## src/rtl/ltfd_pkg.sv

```systemverilog
// ----------------------------------------------------------------------------
// ltfd_pkg: shared types and constants of the LED track frame decoder
// Table sizes, field widths and the command/status bundles between the
// controller and the datapath.
// ----------------------------------------------------------------------------
package ltfd_pkg;

  localparam int MAX_TRACKS = 16;
  localparam int MSG_LEN    = 32;

  localparam int SLOT_W  = (MAX_TRACKS > 1) ? $clog2(MAX_TRACKS) : 1;
  localparam int COUNT_W = $clog2(MAX_TRACKS + 1);
  localparam int IDX_W   = (MSG_LEN > 1) ? $clog2(MSG_LEN) : 1;
  localparam int LEN_W   = $clog2(MSG_LEN + 1);
  localparam int TBL_AW  = $clog2(2 * MAX_TRACKS);
  localparam int MEM_DEPTH = 2 * MAX_TRACKS * MSG_LEN;
  localparam int MEM_AW  = $clog2(MEM_DEPTH);

  localparam int THR_W   = 25;
  localparam logic [THR_W-1:0] THR_RESET = 25'd160000;

  localparam logic [6:0] SYM_HEADER = 7'd2;
  localparam logic [6:0] SYM_FOOTER = 7'd3;

  typedef enum logic [1:0] {
    ST_IDLE      = 2'd0,
    ST_INPUTTING = 2'd1,
    ST_UPDATING  = 2'd2,
    ST_END       = 2'd3
  } link_t;

  typedef struct packed {
    logic [15:0]      age;
    link_t            status;
    logic [7:0]       code;
    logic [LEN_W-1:0] len;
    logic             ovf;
  } info_t;

  typedef enum logic [3:0] {
    S_IDLE, S_SEARCH, S_DRAIN, S_INFO, S_RESOLVE, S_COPY, S_CDRAIN,
    S_STORE, S_REPORT, S_BRD, S_BOUT
  } state_t;

  typedef struct packed {
    logic              load;
    logic              swap;
    logic              search_rd;
    logic [SLOT_W-1:0] search_idx;
    logic              info_rd;
    logic              resolve;
    logic              copy_rd;
    logic              byte_rd;
    logic [IDX_W-1:0]  byte_idx;
    logic              store;
    logic              emit_byte;
  } cmd_t;

  typedef struct packed {
    logic               busy;
    logic [COUNT_W-1:0] prev_count;
    logic               full;
    logic               footer;
    logic [LEN_W-1:0]   copy_len;
    logic [LEN_W-1:0]   msg_len;
    logic               frame_end;
  } status_t;

endpackage

```

## src/rtl/ltfd_ctrl.sv

```systemverilog
// ----------------------------------------------------------------------------
// ltfd_ctrl: item sequencer
// Steps one item through search, fetch, copy, store and reporting.
// ----------------------------------------------------------------------------
module ltfd_ctrl (
  input  logic               clk,
  input  logic               rst,
  input  logic               in_valid,
  output logic               in_stall,
  input  logic               point_valid,
  input  logic               frame_end,
  output logic               out_valid,
  input  logic               out_stall,
  output logic               last,
  output ltfd_pkg::cmd_t     cmd,
  input  ltfd_pkg::status_t  stat
);

  ltfd_pkg::state_t state, state_next;
  logic [ltfd_pkg::COUNT_W-1:0] j, j_next;
  logic [ltfd_pkg::LEN_W-1:0]   k, k_next;

  always_ff @(posedge clk) begin
    if (rst) begin
      state <= ltfd_pkg::S_IDLE;
      j     <= '0;
      k     <= '0;
    end else begin
      state <= state_next;
      j     <= j_next;
      k     <= k_next;
    end
  end

  always_comb begin
    state_next     = state;
    j_next         = j;
    k_next         = k;
    cmd            = '0;
    cmd.search_idx = j[ltfd_pkg::SLOT_W-1:0];
    cmd.byte_idx   = k[ltfd_pkg::IDX_W-1:0];
    in_stall       = (state != ltfd_pkg::S_IDLE);
    out_valid      = 1'b0;
    last           = 1'b0;
    unique case (state)
      ltfd_pkg::S_IDLE: begin
        if (in_valid) begin
          cmd.load = 1'b1;
          if (point_valid) begin
            j_next     = '0;
            state_next = ltfd_pkg::S_SEARCH;
          end else begin
            cmd.swap = frame_end;
          end
        end
      end
      ltfd_pkg::S_SEARCH: begin
        if (j < stat.prev_count && j < ltfd_pkg::COUNT_W'(ltfd_pkg::MAX_TRACKS)) begin
          cmd.search_rd = 1'b1;
          j_next        = j + 1'b1;
        end else begin
          state_next = ltfd_pkg::S_DRAIN;
        end
      end
      ltfd_pkg::S_DRAIN: begin
        if (!stat.busy) state_next = ltfd_pkg::S_INFO;
      end
      ltfd_pkg::S_INFO: begin
        cmd.info_rd = 1'b1;
        state_next  = ltfd_pkg::S_RESOLVE;
      end
      ltfd_pkg::S_RESOLVE: begin
        cmd.resolve = 1'b1;
        k_next      = '0;
        state_next  = ltfd_pkg::S_COPY;
      end
      ltfd_pkg::S_COPY: begin
        if (!stat.full && k < stat.copy_len) begin
          cmd.copy_rd  = 1'b1;
          k_next       = k + 1'b1;
        end else begin
          state_next = ltfd_pkg::S_CDRAIN;
        end
      end
      ltfd_pkg::S_CDRAIN: begin
        if (!stat.busy) state_next = ltfd_pkg::S_STORE;
      end
      ltfd_pkg::S_STORE: begin
        cmd.store  = 1'b1;
        state_next = ltfd_pkg::S_REPORT;
      end
      ltfd_pkg::S_REPORT: begin
        out_valid = 1'b1;
        last      = !(stat.footer && stat.msg_len != '0);
        if (!out_stall) begin
          k_next = '0;
          if (last) begin
            cmd.swap   = stat.frame_end;
            state_next = ltfd_pkg::S_IDLE;
          end else begin
            state_next = ltfd_pkg::S_BRD;
          end
        end
      end
      ltfd_pkg::S_BRD: begin
        cmd.byte_rd = 1'b1;
        state_next  = ltfd_pkg::S_BOUT;
      end
      ltfd_pkg::S_BOUT: begin
        out_valid     = 1'b1;
        cmd.emit_byte = 1'b1;
        last          = (k + 1'b1 == stat.msg_len);
        if (!out_stall) begin
          k_next = k + 1'b1;
          if (last) begin
            cmd.swap   = stat.frame_end;
            state_next = ltfd_pkg::S_IDLE;
          end else begin
            state_next = ltfd_pkg::S_BRD;
          end
        end
      end
      default: state_next = ltfd_pkg::S_IDLE;
    endcase
  end

endmodule

```

## config.mk

```make
export PLATFORM = sky130hd
export DESIGN_NAME = ltfd_ctrl
export DESIGN_NICKNAME = d
export VERILOG_FILES = /design/src/rtl/ltfd_pkg.sv /design/src/rtl/ltfd_ctrl.sv
export SDC_FILE = /design/constraint.sdc
export NUM_CORES = 1
export LEC_CHECK = 0
export CAP_MARGIN = 20
export CORE_MARGIN = 5
export CORE_UTILIZATION = 70
export CTS_BUF_LIST = sky130_fd_sc_hd__clkbuf_2
export CTS_CLUSTER_DIAMETER = 30
export DETAILED_ROUTE_END_ITERATION = 12
export DONT_BUFFER_PORTS = 1
export GPL_TIMING_DRIVEN = 0
export PLACE_DENSITY = 0.85
export RECOVER_POWER = 100
export SETUP_SLACK_MARGIN = 0.4
export SLEW_MARGIN = 20
export SYNTH_ARGS = -nofsm -noshare
export SYNTH_HDL_FRONTEND = slang
export SYNTH_SLANG_ARGS = --single-unit
```

## constraint.sdc

```tcl
create_clock -name clk -period 3.9 [get_ports clk]
set_clock_uncertainty 0.15 [all_clocks]
set_input_delay 0.39 -clock clk [delete_from_list [all_inputs] [get_ports clk]]
set_output_delay 0.39 -clock clk [all_outputs]
set_load 0.02 [all_outputs]
```

# Word level (Yosys, flattened, before mapping)
# Index checks and enable logic that the tools add are counted.
# word_totals
register_bits,15
in_bits,27
out_inout_bits,21
word_cells,81
# classes
n_addsub,2
order_cmp,3
eq_ne,21
muxes,38
n_reduce_logical,14
# op_table
cell,count
case mux 4 bit (11 select lines),1
2-to-1 mux 4 bit,10
case mux 6 bit (4 select lines),1
!= test 2 bit (second input constant),10
2-to-1 mux 6 bit,3
== test 4 x 3 -> 1 bit (second input constant),4
2-to-1 mux 1 bit,16
2-to-1 mux 5 bit,3
== test 4 bit (second input constant),3
case mux 5 bit (2 select lines),1
== test 4 x 2 -> 1 bit (second input constant),2
AND reduction 4 bit,2
AND reduction 8 bit,1
nonzero test 4 bit,2
adder 6 x 1 -> 6 bit (second input constant),1
== test 6 bit,1
< comparator 6 bit,1
nonzero test 6 bit,1
adder 5 x 1 -> 5 bit (second input constant),1
< comparator 5 bit,1
< comparator 5 bit (second input constant),1
== test 4 x 1 -> 1 bit (second input constant),1
zero test 4 bit,1
logical AND 1 bit,3
6 further kinds,7

# Logic depth before layout (Yosys ltp)
# logic_depth
depth_word,5
ltp_mapped,9
mapped_depth_nobuf,8

# Worst setup path before layout
# No wires, ideal clock.
# synth_timing
path_type,register to output
from,register k[0] (netlist bit)
to,output cmd[16] (netlist bit)
t_arrival_ps,1752
slack_ps,1608
path_stages_with_launch,7
n_path_buf,0
path_cell_list,dfxtp_1 ha_1 nand3_1 xnor2_1 a2111oi_2 nor2_1 o21ai_1
# synth_lines
item,line,source
from (decl),ltfd_ctrl.sv:21,"logic [ltfd_pkg::LEN_W-1:0] k, k_next;"
from (signal assigned),ltfd_ctrl.sv:31,k <= k_next;
to (decl),ltfd_ctrl.sv:15,"output ltfd_pkg::cmd_t cmd,"

==> reports/results.tsv <==
metric	value	unit
Vias	1194	
Final ANT Viol Nets	0	
Num Clock Sinks	15	
hold_sp	rst	
Resized cells post-CTS	0	
all-layer global routing usage	24.4	%
maximum vdd ir drop	0.000267	V
type of the tightest min-delay check	in -> reg	
async set-reset flop share out of synthesis	0	%
Clock Tree Root	clkbuf_2	
leak pwr	0.583	nW
Post-CTS Setup Inserts	0	
Synth Area in XOR/XNOR	8.97	%
YS warnings	0	
Avg Inst Size Synth	7.89	um^2
minimum clock period	3.09	ns
most common library cell in the layout ignoring fill and taps	nor2_1	
placer congestion estimate	0.796	
Buffers on Ports	0	
Synth Area in Compound Gates	19.4	%
Cell Rows	15	
Netlist Area Pre-Place	1330	um^2
TritonCTS buffer count	3	
capturing point of the worst reg2reg path	k[5]	
Yosys top cell by area	dfxtp_1	
CP Launch Type	flop	
RSZ-0062 raised after global routing	false	
Total Wirelength	3180	um
clock buffer depth	2	
Adder-Cell Fraction of Synth Area	10.4	%
Worst Tran Pin Value	1.23	ns
EDFF count, synth	0	
placed cell areas	1360	um^2
PD cells	375	nW/um^2
vias in the first global route	1188	
Layout Nets	211	
mux share of post-synthesis cell area	0.755	%
WL per Instance	16.1	um
die area	2860	um^2
design area	1300	um^2
Synthesized Nets	206	
Worst R2R Path Depth	8	
ratio of final minimum period to clock period	79.3	%
DRT Pass-1 Iters	5	
Main synth FF type	dfxtp_1	
CTS Hold Buffers Added	0	
#FFs+latches synth	15	
clk slew on worst S/H paths	0.16	ns
Die H	53.5	um
Crit path required time	3.36	ns
post-synth top area share	22.7	%
I/O Pins	48	
dpl hpwl	2520	um
Worst Hold End	state[3]	
Slowest-stage cell, CP	a2111oi_0	
part of the Yosys area used for sequential elements	22.7	%
largest family of logic cells by synthesized area	simple AND/OR/NAND/NOR gates	
max-slew violations	0	
layout cells sized above 1	5.81	%
fmax	323	MHz
Vias/cell	6.06	
most frequent cells in the layout	16 x nor2_1, 15 x nand2_1, 15 x dfxtp_1	
first-pass GRT wire length	5070	um
largest net degree at the start of global routing	11	
Crit Path Max Fanout	7	
Distinct cells, synth	44	
Simple-Gate Fraction of Synth Area	25.6	%
chip width	53.5	um
antenna violations before repair	0	
worst-skew pair later-pin latency	0.29	ns
Max H-tree Level	1	
final hold viol count	0	
Area contributors post-synth	dfxtp_1 23%, ha_1 10%, buf_4 5.1%, nor2_1 4.5%, nand2_1 4.2%	
gr ovfl total	0	
Crit path largest cell delay	0.57	ns
CP cell instances	ha_1, nand3_1, xnor2_1, a2111oi_0, nor2_1, o21ai_1	
reg2reg start	k[2]	
status	complete, no violations	
CP arrival	2.55	ns
core area	1760	um^2
setup slack, reg-to-reg	1.00	ns
WHS Path Cells	3	
cells after synthesis	168	
area grow syn2layout	-1.61	%
slew margin rel.	17.1	%
Initial DRC Count	32	
Crit Path Class	reg -> out	
Starting Density	75.1	%
CP Capture Type	output port	
# fillers	173	
Antenna diodes	0	
MaxCap Viol Count	0	
DRC	0	
Setup TNS Final	0	ns
Setup Viol. Count Final	0	
CTS tree	done	
[power by group]
| part | switching [mW] | leakage [nW] | internal [mW] | total [mW] |
|---|---|---|---|---|
| logic | 0.149 | 0.445 | 0.0730 | 0.222 |
| clock network | 0.0548 | 0.0166 | 0.0272 | 0.0820 |
| registers | 0.0153 | 0.121 | 0.169 | 0.184 |
| total | 0.219 | 0.583 | 0.269 | 0.488 |
[cell type report]
| type | instances | area [um^2] | share of cell area (%) |
|---|---|---|---|
| flip-flops and latches | 15 | 300 | 23.0 |
| well taps | 25 | 31.3 | 2.40 |
| clock buffers | 4 | 20.0 | 1.54 |
| plain buffers | 18 | 73.8 | 5.66 |
| inverters | 12 | 45.0 | 3.45 |
| multi-input cells | 123 | 833 | 63.9 |
[cell families (layout without fill, tap and decap cells)]
family                     Yosys count  after routing
and+or+nand+nor                     64             64
AOI/OAI and AO/OA                   35             35
buffers and inverters               30             34
DFF                                 15             15
xor gates and xnor gates            12             12
adders and majority gates           11             11
muxes                                1              1
[worst max-delay path: cells and delay by family (launching register included)]
kind            cells  cell delay (ns)
xor+xnor            1             0.16
flops               1             0.51
compound gates      2             0.98
simple gates        2             0.30
fa+ha+maj           1             0.31
[routing by layer]
layer | part of all wire, % | track usage (%)
met3 | 8.6 | 6.20
met4 | 1.0 | 8.51
met5 | 0 | 0
met1 | 42 | 27.5
met2 | 48 | 43.9
[Yosys cell counts, types with 3 or more instances]
cell type,n
nand2_1,15
inv_1,12
and3_1,6
ha_1,11
nand2b_1,6
nor2_1,16
o21ai_1,5
dfxtp_1,15
nor2b_1,3
nand4_1,4
a21oi_1,10
buf_4,9
xnor2_1,5
xor2_1,6
buf_2,7
a311oi_1,4
[stage by stage]
| step | total power, mW | cells | hold WS [ns] | worst slack (ns) | utilization [%] |
|---|---|---|---|---|---|
| global placement | 0.410 | 193 | 0.313 | 1.40 | 76.9 |
| detailed placement | 0.420 | 193 | 0.310 | 1.36 | 77.2 |
| CTS | 0.499 | 197 | 0.163 | 0.997 | 78.4 |
| finish | 0.488 | 197 | 0.175 | 0.809 | 73.9 |
| global route | 0.519 | 197 | 0.160 | 0.488 | 73.9 |
| floorplan | 0.377 | 168 | 0.293 | 1.61 | - |
[state kept, by name, summed over array words and instances (netlist names)]
register	cells
state	4
k	6
j	5
[worst max-delay path by stage]
| stage | startpoint | endpoint | slack [ns] | depth (start not counted) |
|---|---|---|---|---|
| after detailed placement | k[0] | cmd[16] | 1.36 | 6 |
| after global routing | k[0] | cmd[16] | 0.49 | 6 |
| final | k[0] | cmd[16] | 0.81 | 6 |
| after global placement | k[0] | cmd[16] | 1.40 | 6 |
| after floorplan | k[0] | cmd[16] | 1.61 | 6 |
| after CTS | k[0] | cmd[16] | 1.0 | 6 |
No activity file was read; power rests on OpenSTA's default activity.
